### src/hw/rtl/hcwg_pkg.sv
package hcwg_pkg;

  // field widths
  localparam int CHAN_W   = 10;
  localparam int FRAME_W  = 40;
  localparam int TAC_W    = 2;
  localparam int FIELD_W  = 10;
  localparam int TIME_W   = 51;
  localparam int WINDOW_W = 20;
  localparam int CNT_W    = 3;

  // time base
  localparam int FRAME_CLOCKS = 1024;
  localparam int FRAME_SHIFT  = $clog2(FRAME_CLOCKS);
  localparam int WRAP_ADD     = 1024;
  localparam int WRAP_MARGIN  = 256;
  localparam int ENERGY_W     = FIELD_W + 1;

  // channel registers
  localparam int NCHREG       = 4;
  localparam int ACTIVE_RESET = 4;

  // configuration port
  localparam int CFG_IDX_W  = 3;
  localparam int CFG_DATA_W = 20;

  localparam logic [CFG_IDX_W-1:0] CFG_WINDOW = 3'd0;
  localparam logic [CFG_IDX_W-1:0] CFG_COUNT  = 3'd1;
  localparam logic [CFG_IDX_W-1:0] CFG_CHAN_A = 3'd2;
  localparam logic [CFG_IDX_W-1:0] CFG_CHAN_B = 3'd3;
  localparam logic [CFG_IDX_W-1:0] CFG_CHAN_C = 3'd4;
  localparam logic [CFG_IDX_W-1:0] CFG_CHAN_D = 3'd5;

  typedef struct packed {
    logic [CHAN_W-1:0]  hit_channel;
    logic [FRAME_W-1:0] hit_frame;
    logic [TAC_W-1:0]   hit_tac;
    logic [FIELD_W-1:0] coarse_time;
    logic [FIELD_W-1:0] coarse_energy;
    logic [FIELD_W-1:0] fine_time;
    logic [FIELD_W-1:0] fine_energy;
  } hit_item_t;

  typedef struct packed {
    logic [CHAN_W-1:0]  out_channel;
    logic [FRAME_W-1:0] out_frame;
    logic [TAC_W-1:0]   out_tac;
    logic [FIELD_W-1:0] out_coarse_time;
    logic [FIELD_W-1:0] out_coarse_energy;
    logic [FIELD_W-1:0] out_fine_time;
    logic [FIELD_W-1:0] out_fine_energy;
    logic [TIME_W-1:0]  end_time;
    logic               last_of_group;
  } out_item_t;

  // one stored hit per slot
  typedef struct packed {
    logic [FRAME_W-1:0] frame;
    logic [TAC_W-1:0]   tac;
    logic [FIELD_W-1:0] coarse_time;
    logic [FIELD_W-1:0] coarse_energy;
    logic [FIELD_W-1:0] fine_time;
    logic [FIELD_W-1:0] fine_energy;
  } slot_word_t;

endpackage

### src/hw/rtl/hit_coincidence_window_grouper.sv
// a group-closing hit sets busy_r; the first slot read then loads the ram output register
// throughput: a hit closing no group is accepted every cycle while idle; a group of n
//   results leave one per cycle unless stalled, set by the single read port of the slot ram
// during a group drain the next hit is taken in the cycle the last slot read issues
// reset: synchronous, active low; clears slot flags, anchor, output and config to defaults;
//   the slot ram is not cleared, an entry is read only after its slot was filled
module hit_coincidence_window_grouper #(
  parameter int MAX_SLOTS = 4
) (
  input  logic                              clk,
  input  logic                              rst_n,
  // hit input channel
  input  logic                              in_valid,
  output logic                              in_ready,
  input  hcwg_pkg::hit_item_t               in_hit,
  // result channel
  output logic                              out_valid,
  input  logic                              out_ready,
  output hcwg_pkg::out_item_t               out_result,
  // register writes
  input  logic                              cfg_valid,
  output logic                              cfg_ready,
  input  logic [hcwg_pkg::CFG_IDX_W-1:0]    cfg_index,
  input  logic [hcwg_pkg::CFG_DATA_W-1:0]   cfg_data
);

  localparam int SLOT_W   = (MAX_SLOTS > 1) ? $clog2(MAX_SLOTS) : 1;
  localparam int LIVE_MAX = (MAX_SLOTS < hcwg_pkg::NCHREG) ? MAX_SLOTS : hcwg_pkg::NCHREG;
  localparam int WORD_W   = $bits(hcwg_pkg::slot_word_t);

  // configuration registers
  logic [hcwg_pkg::WINDOW_W-1:0] window_r;
  logic [hcwg_pkg::CNT_W-1:0]    count_r;
  logic [hcwg_pkg::CHAN_W-1:0]   chan_r [hcwg_pkg::NCHREG];

  // coincidence state
  logic [hcwg_pkg::TIME_W-1:0]   anchor_r, anchor_nxt;
  logic                          seen_r;
  logic [MAX_SLOTS-1:0]          filled_r, filled_nxt;

  // drain sequencer and output stage
  logic                          busy_r, busy_nxt;
  logic [SLOT_W-1:0]             idx_r, idx_nxt;
  logic                          out_valid_r, out_valid_nxt;
  logic [hcwg_pkg::CHAN_W-1:0]   ch_r;
  logic                          last_r;

  logic                          in_fire;
  logic                          issue;
  logic                          last_issue;
  logic [hcwg_pkg::CNT_W-1:0]    live_n;

  // accept-side decode
  logic [hcwg_pkg::TIME_W-1:0]   now;
  logic [hcwg_pkg::TIME_W-1:0]   anchor_eff;
  logic [hcwg_pkg::TIME_W:0]     now_plus_win;
  logic [hcwg_pkg::TIME_W:0]     anc_plus_win;
  logic                          out_of_window;
  logic [MAX_SLOTS-1:0]          hit_vec;
  logic                          hit_found;
  logic [SLOT_W-1:0]             wr_addr;
  logic [hcwg_pkg::CNT_W-1:0]    fill_cnt;
  logic                          all_filled;
  logic                          emit;
  logic [hcwg_pkg::CHAN_W-1:0]   ch_sel;

  hcwg_pkg::slot_word_t          wr_word;
  hcwg_pkg::slot_word_t          rd_word;
  logic [hcwg_pkg::ENERGY_W-1:0] energy_ext;
  logic [WORD_W-1:0]             rd_bits;

  assign cfg_ready = 1'b1;

  // live slot count: active_count limited to the slots that exist and have a channel register
  assign live_n = (count_r > hcwg_pkg::CNT_W'(LIVE_MAX)) ?
                  hcwg_pkg::CNT_W'(LIVE_MAX) : count_r;

  // sequencer reads one slot per cycle whenever the output register frees up
  assign issue      = busy_r && (!out_valid_r || out_ready);
  assign last_issue = issue && ((hcwg_pkg::CNT_W'(idx_r) + hcwg_pkg::CNT_W'(1)) == live_n);
  // a new hit may land on the cycle the final read goes out (ram is read-first)
  assign in_ready   = !busy_r || last_issue;
  assign in_fire    = in_valid && in_ready;

  // hit time and window test against the anchor, in both directions
  assign now = (hcwg_pkg::TIME_W'(in_hit.hit_frame) << hcwg_pkg::FRAME_SHIFT)
             + hcwg_pkg::TIME_W'(in_hit.coarse_time);
  // first hit after reset becomes its own anchor, so it never clears
  assign anchor_eff    = seen_r ? anchor_r : now;
  assign now_plus_win  = {1'b0, now} + (hcwg_pkg::TIME_W + 1)'(window_r);
  assign anc_plus_win  = {1'b0, anchor_eff} + (hcwg_pkg::TIME_W + 1)'(window_r);
  assign out_of_window = ({1'b0, now} > anc_plus_win) || ({1'b0, anchor_eff} > now_plus_win);

  always_comb begin
    hit_vec    = '0;
    hit_found  = 1'b0;
    wr_addr    = '0;
    fill_cnt   = '0;
    all_filled = 1'b1;
    // lowest matching live slot takes the hit
    for (int i = 0; i < LIVE_MAX; i++) begin
      if (!hit_found && (hcwg_pkg::CNT_W'(i) < live_n) &&
          (chan_r[i] == in_hit.hit_channel)) begin
        hit_vec[i] = 1'b1;
        hit_found  = 1'b1;
        wr_addr    = SLOT_W'(i);
      end
    end
    filled_nxt = (out_of_window ? '0 : filled_r) | hit_vec;
    for (int i = 0; i < LIVE_MAX; i++) begin
      if (hcwg_pkg::CNT_W'(i) < live_n) begin
        if (filled_nxt[i]) begin
          fill_cnt = fill_cnt + hcwg_pkg::CNT_W'(1);
        end else begin
          all_filled = 1'b0;
        end
      end
    end
    // anchor tracks the hit while a single slot holds data
    anchor_nxt = (fill_cnt == hcwg_pkg::CNT_W'(1)) ? now : anchor_eff;
    emit       = (live_n != '0) && all_filled;
  end

  always_comb begin
    wr_word.frame         = in_hit.hit_frame;
    wr_word.tac           = in_hit.hit_tac;
    wr_word.coarse_time   = in_hit.coarse_time;
    wr_word.coarse_energy = in_hit.coarse_energy;
    wr_word.fine_time     = in_hit.fine_time;
    wr_word.fine_energy   = in_hit.fine_energy;
  end

  // channel number for the slot being read
  always_comb begin
    ch_sel = '0;
    for (int i = 0; i < hcwg_pkg::NCHREG; i++) begin
      if (hcwg_pkg::CNT_W'(i) == hcwg_pkg::CNT_W'(idx_r)) begin
        ch_sel = chan_r[i];
      end
    end
  end

  always_comb begin
    busy_nxt      = busy_r;
    idx_nxt       = idx_r;
    out_valid_nxt = out_valid_r;
    if (out_ready) begin
      out_valid_nxt = 1'b0;
    end
    if (issue) begin
      out_valid_nxt = 1'b1;
      idx_nxt       = idx_r + SLOT_W'(1);
      if (last_issue) begin
        busy_nxt = 1'b0;
      end
    end
    // a hit that completes the group starts a fresh drain from slot zero
    if (in_fire && emit) begin
      busy_nxt = 1'b1;
      idx_nxt  = '0;
    end
  end

  always_ff @(posedge clk) begin
    if (!rst_n) begin
      window_r    <= '0;
      count_r     <= hcwg_pkg::CNT_W'(hcwg_pkg::ACTIVE_RESET);
      for (int i = 0; i < hcwg_pkg::NCHREG; i++) begin
        chan_r[i] <= '0;
      end
      anchor_r    <= '0;
      seen_r      <= 1'b0;
      filled_r    <= '0;
      busy_r      <= 1'b0;
      idx_r       <= '0;
      out_valid_r <= 1'b0;
    end else begin
      if (cfg_valid && cfg_ready) begin
        unique case (cfg_index)
          hcwg_pkg::CFG_WINDOW: window_r  <= cfg_data[hcwg_pkg::WINDOW_W-1:0];
          hcwg_pkg::CFG_COUNT:  count_r   <= cfg_data[hcwg_pkg::CNT_W-1:0];
          hcwg_pkg::CFG_CHAN_A: chan_r[0] <= cfg_data[hcwg_pkg::CHAN_W-1:0];
          hcwg_pkg::CFG_CHAN_B: chan_r[1] <= cfg_data[hcwg_pkg::CHAN_W-1:0];
          hcwg_pkg::CFG_CHAN_C: chan_r[2] <= cfg_data[hcwg_pkg::CHAN_W-1:0];
          hcwg_pkg::CFG_CHAN_D: chan_r[3] <= cfg_data[hcwg_pkg::CHAN_W-1:0];
          default: ;
        endcase
      end
      if (in_fire) begin
        anchor_r <= anchor_nxt;
        seen_r   <= 1'b1;
        filled_r <= filled_nxt;
      end
      busy_r      <= busy_nxt;
      idx_r       <= idx_nxt;
      out_valid_r <= out_valid_nxt;
    end
  end

  // side data travelling with the ram read
  always_ff @(posedge clk) begin
    if (issue) begin
      ch_r   <= ch_sel;
      last_r <= last_issue;
    end
  end

  // slot storage; its read register doubles as the output register
  hcwg_ram #(
    .WIDTH (WORD_W),
    .DEPTH (MAX_SLOTS)
  ) u_slot_ram (
    .clk   (clk),
    .we    (in_fire && hit_found),
    .waddr (wr_addr),
    .wdata (wr_word),
    .re    (issue),
    .raddr (idx_r),
    .rdata (rd_bits)
  );

  assign rd_word = rd_bits;

  // end of pulse wraps into the next frame when it lies well below the start
  assign energy_ext =
    (({1'b0, rd_word.coarse_energy} + hcwg_pkg::ENERGY_W'(hcwg_pkg::WRAP_MARGIN)) <
     {1'b0, rd_word.coarse_time}) ?
    ({1'b0, rd_word.coarse_energy} + hcwg_pkg::ENERGY_W'(hcwg_pkg::WRAP_ADD)) :
    {1'b0, rd_word.coarse_energy};

  assign out_valid = out_valid_r;

  always_comb begin
    out_result.out_channel       = ch_r;
    out_result.out_frame         = rd_word.frame;
    out_result.out_tac           = rd_word.tac;
    out_result.out_coarse_time   = rd_word.coarse_time;
    out_result.out_coarse_energy = rd_word.coarse_energy;
    out_result.out_fine_time     = rd_word.fine_time;
    out_result.out_fine_energy   = rd_word.fine_energy;
    out_result.end_time          =
      (hcwg_pkg::TIME_W'(rd_word.frame) << hcwg_pkg::FRAME_SHIFT) +
      hcwg_pkg::TIME_W'(energy_ext);
    out_result.last_of_group     = last_r;
  end

endmodule

### src/hw/rtl/hcwg_ram.sv
module hcwg_ram #(
  parameter int WIDTH = 8,
  parameter int DEPTH = 4
) (
  input  logic                                      clk,
  input  logic                                      we,
  input  logic [((DEPTH > 1) ? $clog2(DEPTH) : 1)-1:0] waddr,
  input  logic [WIDTH-1:0]                          wdata,
  input  logic                                      re,
  input  logic [((DEPTH > 1) ? $clog2(DEPTH) : 1)-1:0] raddr,
  output logic [WIDTH-1:0]                          rdata
);

  logic [WIDTH-1:0] mem [DEPTH];

  // read-first: a read and a write to the same entry return the old word
  always_ff @(posedge clk) begin
    if (we) begin
      mem[waddr] <= wdata;
    end
    if (re) begin
      rdata <= mem[raddr];
    end
  end

endmodule

### config.mk
export PLATFORM = sky130hd
export DESIGN_NAME = hit_coincidence_window_grouper
export DESIGN_NICKNAME = d
export VERILOG_FILES = /design/src/hw/rtl/hcwg_pkg.sv /design/src/hw/rtl/hit_coincidence_window_grouper.sv /design/src/hw/rtl/hcwg_ram.sv
export SDC_FILE = /design/constraint.sdc
export NUM_CORES = 1
export LEC_CHECK = 0
export ABC_AREA = 1
export BUFFER_PORTS_ARGS = -buffer_cell sky130_fd_sc_hd__buf_4
export CORE_MARGIN = 2
export CORE_UTILIZATION = 35
export CTS_BUF_LIST = sky130_fd_sc_hd__clkbuf_16
export DETAILED_ROUTE_END_ITERATION = 7
export PLACE_DENSITY_LB_ADDON = 0.1
export RECOVER_POWER = 100
export SYNTH_ARGS = -nofsm -noshare
export SYNTH_HDL_FRONTEND = slang
export SYNTH_SLANG_ARGS = --single-unit
### constraint.sdc
create_clock -name clk -period 8.5 [get_ports clk]
set_input_delay 0.85 -clock clk [delete_from_list [all_inputs] [get_ports clk]]
set_output_delay 0.85 -clock clk [all_outputs]
set_load 0.01 [all_outputs]
# [Word level (Yosys, flattened, before mapping)]
# Memories as Yosys holds them, arrays and structs flattened. A register that Yosys moved wholly into a read port is not among the register bits.
# Index checks and enable logic that the tools add are counted.
[op_classes] n_addsub=11 n_lt_le_gt_ge=8 n_eq_ne=14 n_mux=63 n_bitwise=6 n_reduce_logical=31
[ops] operator="$add A51 B20 Y52" n=2
[ops] operator="$gt A51 B52 Y1" n=2
[ops] operator="$mux W51" n=2
[ops] operator="$mux W10" n=8
[ops] operator="$add A50 B10 Y51" n=1
[ops] operator="$add A50 B11 Y51" n=1
[ops] operator="$mux W1" n=42
[ops] operator="$eq A10 B10 Y1" n=4
[ops] operator="$mux W3" n=7
[ops] operator="$logic_and A1 B1 Y1" n=13
[ops] operator="$add A10 B11 Y11 const B" n=1
[ops] operator="$add A10 B9 Y11 const B" n=1
[ops] operator="$lt A11 B10 Y1" n=1
[ops] operator="$mux W11" n=1
[ops] operator="$add A3 B1 Y3 const B" n=3
[ops] operator="$eq A3 B1 Y1 const B" n=2
[ops] operator="$eq A3 B2 Y1 const B" n=2
[ops] operator="$eq A3 B3 Y1 const B" n=2
[ops] operator="$lt A1 B3 Y1 const A" n=2
[ops] operator="$lt A2 B3 Y1 const A" n=2
[ops] operator="$reduce_and A2 Y1" n=3
[ops] operator="$reduce_bool A2 Y1" n=3
[ops] operator="$logic_not A1 Y1" n=5
[ops] operator="$eq A2 B2 Y1 const A" n=2
[ops] operator="15 further kinds" n=21
[totals] register_bits=94 ram_bits=368 input_bits=120 out_inout_bits=147 wordCells=145 mem_count=2
[memory_table] name="u_slot_ram.mem" depth=4 word_bits=82 rd=1 rd_clocked_by_memory_dff=1 write_ports=1 line="hcwg_ram.sv:14" source="logic [WIDTH-1:0] mem [DEPTH];"
[memory_table] name="chan_r" depth=4 word_bits=10 rd=4 rd_clocked_by_memory_dff=0 write_ports=4 line="hit_coincidence_window_grouper.sv:34" source="logic [hcwg_pkg::CHAN_W-1:0] chan_r [hcwg_pkg::NCHREG];"

# [Logic depth before layout (Yosys ltp)]
# Gate-level depths: netlist of the first run.
[logic_depth] depth_word=31 ltp_mapped=52 ltp_nobuf=49

# [Hierarchy]
# From an unflattened synthesis of the first run, not the netlist that was laid out.
[hier_totals] cells_unflattened=3466 area_unflattened_um2=30409.2
[by_module_without_submodules] mod="hcwg_ram" instances=1 cells_per_inst=1374 area_each_um2=16291.9 seq_area_each_um2=12311.8
[by_module_without_submodules] mod="hit_coincidence_window_grouper" instances=1 cells_per_inst=2092 area_each_um2=14117.3 seq_area_each_um2=3193.1

# [Least setup slack after synthesis of the first run]
# Ideal clock, no wire load.
[synth_timing] path_kind="register to register" startpoint="register idx_r[0]" endpoint="memory u_slot_ram.mem[1][0] (netlist bit), enable pin" setup_ps=623 arrival_time_ps=8242 t_required_ps=7877 path_slack_ps=-365 stages_incl_launch_ff=15 n_path_buf=5 synth_period_minus_slack_ps=8865 cell_sequence="dfxtp_1 clkbuf_1 inv_1 clkbuf_1 clkbuf_1 ha_1 inv_1 xor2_1 nor4_1 inv_1 nand2_1 nand2_1 clkbuf_1 clkbuf_1 nor3_1"
[synth_via] elab_chain_len=8
[synth_lines] element="start: declaration" line="hit_coincidence_window_grouper.sv:43" source="logic [SLOT_W-1:0] idx_r, idx_nxt;"
[synth_lines] element="start signal: assignment" line="hit_coincidence_window_grouper.sv:195" source="idx_r <= idx_nxt;"
[synth_lines] element="$add A2 B1 Y3" line="hit_coincidence_window_grouper.sv:80" source="assign last_issue = issue && ((hcwg_pkg::CNT_W'(idx_r) + hcwg_pkg::CNT_W'(1)) == live_n);"
[synth_lines] element="$eq A3 B3 Y1" line="hit_coincidence_window_grouper.sv:80"
[synth_lines] element="$logic_and A1 B1 Y1" line="hit_coincidence_window_grouper.sv:80"
[synth_lines] element="named net last_issue" line="hit_coincidence_window_grouper.sv:50" source="logic last_issue;"
[synth_lines] element="$logic_or A1 B1 Y1" line="hit_coincidence_window_grouper.sv:82" source="assign in_ready = !busy_r || last_issue;"
[synth_lines] element="named net in_ready" line="hit_coincidence_window_grouper.sv:14" source="output logic in_ready,"
[synth_lines] element="$logic_and A1 B1 Y1" line="hit_coincidence_window_grouper.sv:83" source="assign in_fire = in_valid && in_ready;"
[synth_lines] element="$logic_and A1 B1 Y1" line="hit_coincidence_window_grouper.sv:214" source=".we (in_fire && hit_found),"
[synth_lines] element="$mux W1" line="hcwg_ram.sv:18" source="if (we) begin"
[synth_lines] element="$mux W1 (not written as such)" line="hcwg_ram.sv:19" source="mem[waddr] <= wdata;"
[synth_lines] element="end: declaration" line="hcwg_ram.sv:14"
# The timed path passes the listed nets, and every way through them passes these cells.

# [Worst setup path after layout of the first run]
[layout_timing] startpoint="register seen_r" endpoint="register anchor_r[34] (netlist bit)"
[layout_via] elab_chain_len=19 elab_cells_between_ends=20
[layout_lines] element="start: declaration" line="hit_coincidence_window_grouper.sv:38" source="logic seen_r;"
[layout_lines] element="start signal: assignment" line="hit_coincidence_window_grouper.sv:172" source="seen_r <= 1'b0;"
[layout_lines] element="start signal: assignment" line="hit_coincidence_window_grouper.sv:191" source="seen_r <= 1'b1;"
[layout_lines] element="$mux W51 *" line="hit_coincidence_window_grouper.sv:89" source="assign anchor_eff = seen_r ? anchor_r : now;"
[layout_lines] element="$add A51 B20 Y52" line="hit_coincidence_window_grouper.sv:91" source="assign anc_plus_win = {1'b0, anchor_eff} + (hcwg_pkg::TIME_W + 1)'(window_r);"
[layout_lines] element="$gt A51 B52 Y1" line="hit_coincidence_window_grouper.sv:92" source="assign out_of_window = ({1'b0, now} > anc_plus_win) || ({1'b0, anchor_eff} > now_plus_win);"
[layout_lines] element="$logic_or A1 B1 Y1" line="hit_coincidence_window_grouper.sv:92"
[layout_lines] element="$mux W4" line="hit_coincidence_window_grouper.sv:109" source="filled_nxt = (out_of_window ? '0 : filled_r) | hit_vec;"
[layout_lines] element="$or A4 B4 Y4" line="hit_coincidence_window_grouper.sv:109"
[layout_lines] element="$mux W1" line="hit_coincidence_window_grouper.sv:112" source="if (filled_nxt[i]) begin"
[layout_lines] element="$mux W1" line="hit_coincidence_window_grouper.sv:111" source="if (hcwg_pkg::CNT_W'(i) < live_n) begin"
[layout_lines] element="[... 3 more ...]"
[layout_lines] element="$add A3 B1 Y3" line="hit_coincidence_window_grouper.sv:113" source="fill_cnt = fill_cnt + hcwg_pkg::CNT_W'(1);"
[layout_lines] element="$mux W3" line="hit_coincidence_window_grouper.sv:112"
[layout_lines] element="$mux W3" line="hit_coincidence_window_grouper.sv:111"
[layout_lines] element="$add A3 B1 Y3" line="hit_coincidence_window_grouper.sv:113"
[layout_lines] element="$mux W3" line="hit_coincidence_window_grouper.sv:112"
[layout_lines] element="$mux W3" line="hit_coincidence_window_grouper.sv:111"
[layout_lines] element="$eq A3 B1 Y1" line="hit_coincidence_window_grouper.sv:120" source="anchor_nxt = (fill_cnt == hcwg_pkg::CNT_W'(1)) ? now : anchor_eff;"
[layout_lines] element="$mux W51 *" line="hit_coincidence_window_grouper.sv:120"
[layout_lines] element="end signal: assignment" line="hit_coincidence_window_grouper.sv:190" source="anchor_r <= anchor_nxt;"
[layout_lines] element="end: declaration" line="hit_coincidence_window_grouper.sv:37" source="logic [hcwg_pkg::TIME_W-1:0] anchor_r, anchor_nxt;"
# Every way passes the cells marked *; elsewhere a longest branch is shown, timed or not.
# A chain may end at the register's enable or synchronous reset.

==> results.cfg, run 1 <==
[status]
status = complete, but fails checks
violations = capacitance limit, slew limit

[setup_path]
slowest_stage = nor4_1
cp.required_ns = 9.06
r2r-end = anchor_r[34]
critical_path_class = reg2reg
arrival_ns = 8.42
reg2reg_slack_ns = 0.64
cp_max_fo = 18
r2r_start = seen_r
cp-end-kind = flop
cp_common_cell = nand2_1
ff2ff_path_depth = 46
start_kind = flop
cpPeakStageDelay_ns = 0.55

[synthesis]
synthSimpleGateAreaFrac_pct = 16.6
ys_ff_latch = 544
netlist_top_cells_area = edfxtp_1 (49%), ha_1 (7.0%), dfxtp_1 (5.9%)
synth-compound-area-share_pct = 11.6
yosys.area.top_type = edfxtp_1
synth_top_family_by_area = simple AND/OR/NAND/NOR gates
synthAdderAreaFrac_pct = 7.22
synth_fp_nets = 3194
seq_area_frac_synth_pct = 54.6
synthFlopType = edfxtp_1
avgSynthCellArea_um2 = 9.75
synthArstFlopShare_pct = 0
synthMuxAreaShare_pct = 0
yosys_warnings = 0
synth_edf_count = 461
syn_area_um2 = 28400
yosys.area.top_type_share_pct = 48.7
post_synth_num_cell_types = 53
syn-instance-count = 2912
synth_xor_area_share_pct = 4.68

[routing]
drcViolationCount = 0
antenna_left = 0
routedWlPerCell_um = 20.8
routed_wl_um = 89100
first_pass_iters = 5
drtIter0Drc = 1422
vias_per_cell = 5.14
vias = 22024

[cts]
clockBufferDepth = 3
clkLatencyLatePin_ns = 0.64
cts.sinks = 544
cts_setup_buffers = 0
cts_tree = yes
h-tree-depth = 2
clock_tree.root_cell = clkbuf_16
numCtsBuffers = 60
path_clk_slew_ns = 0.06
postCtsHoldBufs = 0

[floorplanning]
rows = 104
core_area_um2 = 80400
dieArea_um2 = 83400
dieHeight_um = 289
start_util_pct = 35.3
die_width_um = 289
pin_count = 267

[timing]
final_max_slew_viol_count = 387
max-slew-margin-rel_pct = -164
finClkSkew_ns = 0.0382
max_freq_mhz = 127
min_period_over_period_pct = 92.5
rsz0062_at_grt = no
finalSetupViolations = 0
period_needed_ns = 7.86
hold_violations = 0
worst_slew_pin_slew_ns = 3.96
fin_setup_tns_ns = 0

[place]
placed_cells = 4167
gp_congestion = 0.882
io_buffers = 265
hpwl_um = 61800

[global_routing]
grt.total_usage_pct = 21.0
antenna_found_initial = 4
grt_max_degree = 88
grt_pass1_wl_um = 132000
overflow = 0
grt_pass1_vias = 21644

[pwr]
p_per_area_nw_per_um2 = 188
leakagePower_nw = 12.5
ir_drop_uv = 186
power_mw = 6.14

[cells_and_area]
ff_latch_area_um2 = 15500
syn_to_final_growth_pct = 15.3
layout_common_cells = edfxtp_1 (461), nand2_1 (387), nor2_1 (350)
nets = 3451
finalNonFillerCells = 4282
multiInputGateArea_um2 = 11400
final.fill_count = 8056
drive_gt1_share_pct = 7.70
final_common_cell = edfxtp_1

[worst_hold_path]
holdPathStages = 2
hold_start = anchor_r[50]
hold_class = reg2reg
hold_end = anchor_r[50]

[job]
maxCapViolCount = 10
==> routing by layer <==
layer | wire length [µm] | GRT usage [%] | part of all wire (%)
met1 | 40200 | 28.3 | 45
met2 | 42200 | 35.1 | 47
met3 | 3930 | 2.56 | 4.4
met4 | 2770 | 6.55 | 3.1
met5 | 13 | 0 | 0.015
==> worst max-delay path: cells and delay by family, from the launching register on <==
family / cells / cell delay, ns
AO/OA/AOI/OAI: 7 / 1.17
flip-flops: 1 / 0.33
XOR/XNOR: 1 / 0.13
AND/OR/NAND/NOR: 27 / 3.51
buffers and inverters: 6 / 1.07
adder cells (fa/ha/maj): 5 / 1.54
==> power by group <==
group	leakage (nW)	internal, mW	switching [mW]	total (mW)
clock network	0.991	1.46	1.08	2.53
logic	6.70	0.230	0.432	0.662
registers	4.85	2.92	0.0243	2.95
==> state kept, by name, summed over array words and instances (netlist names), 2 cells and up <==
signal / count
u_slot_ram.mem: 328
ch_r: 10
chan_r: 40
idx_r: 2
u_slot_ram.rdata: 82
window_r: 20
filled_r: 4
anchor_r: 51
count_r: 3
==> cell usage after synthesis (all sizes together), types with 3 or more instances <==
cell and count:
a211oi 4, a21o 4, a21oi 191, a22oi 3
a31oi 6, buf 47, clkbuf 81, clkinv 3
dfxtp 83, edfxtp 461, fa 3, ha 159
inv 242, nand2 390, nand3 126, nand3b 3
nand4 93, nor2 353, nor3 36, nor3b 5
nor4 18, o211ai 10, o21a 5, o21ai 285
o221ai 4, o22ai 88, or2 46, xnor2 41
xor2 110
==> cells by family (layout without fill, tap and decap cells) <==
kind of cell / count (synthesis) / after routing
other: 1 / 2
AO/OA/AOI/OAI: 607 / 607
adder cells (fa/ha/maj): 162 / 162
buffers and inverters: 373 / 682
AND/OR/NAND/NOR: 1074 / 1074
flip-flops: 544 / 544
XOR/XNOR: 151 / 151
==> worst max path at each step <==
| stage | startpoint | endpoint | slack, ns | depth (start not counted) |
|---|---|---|---|---|
| after floorplan | in_hit[30] | anchor_r[10] | 1.70 | 43 |
| after global placement | in_hit[30] | anchor_r[28] | 0.10 | 47 |
| after detailed placement | in_hit[30] | anchor_r[15] | -0.06 | 46 |
| after CTS | window_r[0] | anchor_r[13] | 0.48 | 46 |
| after global routing | window_r[0] | anchor_r[32] | 0.01 | 46 |
| final | seen_r | anchor_r[34] | 0.64 | 46 |
==> what timing repair did <==
action                                  in CTS  in global routing
gates resized for setup                      0                  4
endpoints found under the setup margin       0                 51
endpoints found under the hold margin        0                  0
==> final cells by class <==
cell class	instances	share of cell area, %
tap	1060	4.05
timing repair buffer	323	4.96
inverter	245	2.82
clock buffer	61	4.66
sequential	544	47.4
antenna	1	0.00764
clock inverter	53	1.23
multi-input combinational	1995	34.9
==> per-stage QoR <==
step / hold WS, ns / util, % / area, µm² / setup WS [ns]
after floorplan: 0.412 / - / 28400 / 1.70
after global placement: 0.426 / 39.5 / 31700 / 0.104
after detailed placement: 0.429 / 39.5 / 31700 / -0.0567
after CTS: 0.387 / 41.9 / 33700 / 0.484
after global routing: 0.446 / 40.7 / 32700 / 0.00956
final: 0.440 / 40.7 / 32700 / 0.635
Power figures use the tool's default switching activity.
==> run 2: changes to the inputs <==
Settings changed: CORE_MARGIN 2 to 3, GPL_TIMING_DRIVEN set to 0.
Clock period 8.5 ns to 6.62 ns, I/O delays scaled along.
==> results.cfg, run 2 (same netlist as run 1, synthesis figures left out) <==
[routing]
top_layer = met4
drcViolationCount = 0
vias_per_cell = 5.25
routed_wl_um = 97500
vias = 23524
routedWlPerCell_um = 21.7
wl_met2_um = 47200
routedLengthMet1_um = 43100
drtIter0Drc = 1748
wl_met3_um = 4000
antenna_left = 0
first_pass_iters = 5

[worst_hold_path]
hold_class = in2reg
hold_start = in_hit[0]
holdPathStages = 1
hold_end = u_slot_ram.mem[1][0]

[timing]
finClkSkew_ns = 0.0222
rsz0062_at_grt = yes
finalSetupViolations = 51
max-slew-margin-rel_pct = 11.6
hold_violations = 0
fin_setup_tns_ns = -21.72
worst_slew_pin_slew_ns = 1.33
min_period_over_period_pct = 107
final_max_slew_viol_count = 0
period_needed_ns = 7.08
max_freq_mhz = 141
postLayoutSetupSlackWorst_ns = -0.459

[place]
hpwl_um = 69000
dp_slack_ns = -3.06
io_buffers = 264
placed_cell_area_um2 = 32100
placed_cells = 4243
gp_congestion = 0.892

[cells_and_area]
max_flop_register = u_slot_ram.mem
nets = 3663
fin_area_um2 = 37200
final_common_cell = edfxtp_1
layout_common_cells = edfxtp_1 (461), buf_4 (348), nor2_1 (328)
syn_to_final_growth_pct = 31.0
drive_gt1_share_pct = 25.3
finalNonFillerCells = 4485
multiInputGateArea_um2 = 13200
final.fill_count = 7416
top_regs = u_slot_ram.mem (328), u_slot_ram.rdata (82), anchor_r (51)
ff_latch_area_um2 = 15500
largest_reg_flops = 328

[cts]
postCtsHoldBufs = 0
numCtsBuffers = 66
clkLatencyLatePin_ns = 0.61
h-tree-depth = 3
clockBufferDepth = 3
clock_tree.root_cell = clkbuf_16
cts.sinks = 544
cts_tree = yes
path_clk_slew_ns = 0.06

[floorplanning]
dieHeight_um = 291
rows = 103
pin_count = 267
die_width_um = 291
dieArea_um2 = 84600
start_util_pct = 35.7
core_area_um2 = 79600

[global_routing]
grt_pass1_wl_um = 146000
grt.total_usage_pct = 22.3
antenna_found_initial = 3
grt_max_degree = 71
overflow = 0
grt_pass1_vias = 23659

[setup_path]
slowest_stage = dfxtp_4
cp_common_cell = nand2_4
cp.required_ns = 7.14
reg2reg_slack_ns = -0.46
arrival_ns = 7.60
cp-end-kind = flop
cpPeakStageDelay_ns = 0.39
critical_path_class = reg2reg
r2r_start = seen_r
r2r-end = anchor_r[48]
ff2ff_path_depth = 51
cp_max_fo = 5
start_kind = flop

[pwr]
ir_drop_uv = 179
p_per_area_nw_per_um2 = 228
power_mw = 8.50
leakagePower_nw = 14.5

[status]
violations = setup timing
status = complete, but fails checks

[job]
maxCapViolCount = 0
-- run 2: cell count changes in the layout (fill, tap and decap cells not counted), moves of 22 or more --
cell | before | now
a21oi_1 | 191 | 138
a21oi_2 | 0 | 45
buf_4 | 77 | 348
clkbuf_1 | 233 | 114
ha_1 | 159 | 133
ha_4 | 0 | 26
inv_2 | 17 | 39
nand2_1 | 387 | 313
nand2_2 | 2 | 38
nand2_4 | 1 | 39
nand3_1 | 123 | 71
nand3_2 | 2 | 48
nor2_1 | 350 | 328
o21ai_0 | 251 | 226
-- run 2: critical path: cells and delay by family, from the launching register on --
| family | cells | cell delay (ns) |
|---|---|---|
| AOI/OAI and AO/OA | 10 | 1.30 |
| and+or+nand+nor | 26 | 2.71 |
| xor gates and xnor gates | 1 | 0.21 |
| DFF | 1 | 0.39 |
| buffers and inverters | 9 | 1.05 |
| adders and majority gates | 5 | 1.31 |
-- run 2: cell type report --
class                      count  share of cell area [%]
sequential                   544                    41.7
tap                         1050                    3.53
antenna                        2                  0.0134
clock buffer                  70                    4.71
timing repair buffer         405                    9.00
inverter                     245                    2.52
multi-input combinational   1995                    35.5
buffer                       124                    1.95
clock inverter                50                    1.10
-- run 2: through the flow --
step	hold WS [ns]	utilization (%)
2_1_floorplan	0.412	-
3_3_place_gp	0.427	39.8
3_5_place_dp	0.433	40.3
4_1_cts	0.220	46.0
5_1_grt	0.311	46.7
6_report	0.315	46.7
-- run 2: what timing repair did --
action | CTS | global route
setup endpoints to repair | 111 | 105
buffers inserted | 89 | 30
gates cloned | 9 | 1
resized for setup | 358 | 148
pin swaps | 91 | 99
-- run 2: layer usage --
metal / GRT usage (%) / vias up
li1: - / 11216
met1: 29.7 / 11517
met2: 37.6 / 636
met3: 2.63 / 155
met4: 7.61 / 0
met5: 0 / -
-- run 2: worst max path at each step --
stage           startpoint                    end  slack [ns]  cells after the start
6_report            seen_r           anchor_r[48]       -0.46                     51
5_1_grt             seen_r           anchor_r[41]       -0.86                     51
4_1_cts        window_r[0]           anchor_r[46]       -0.47                     48
3_5_place_dp    in_hit[30]           anchor_r[44]       -3.06                     45
3_3_place_gp      idx_r[0]  u_slot_ram.mem[3][49]       -6.08                     14
2_1_floorplan   in_hit[30]           anchor_r[10]       0.003                     43
-- run 2: power breakdown --
part,switching (mW),total [mW],internal (mW)
registers,0.0334,3.79,3.75
clock network,1.45,3.60,2.15
logic,0.671,1.11,0.438
total,2.16,8.50,6.34
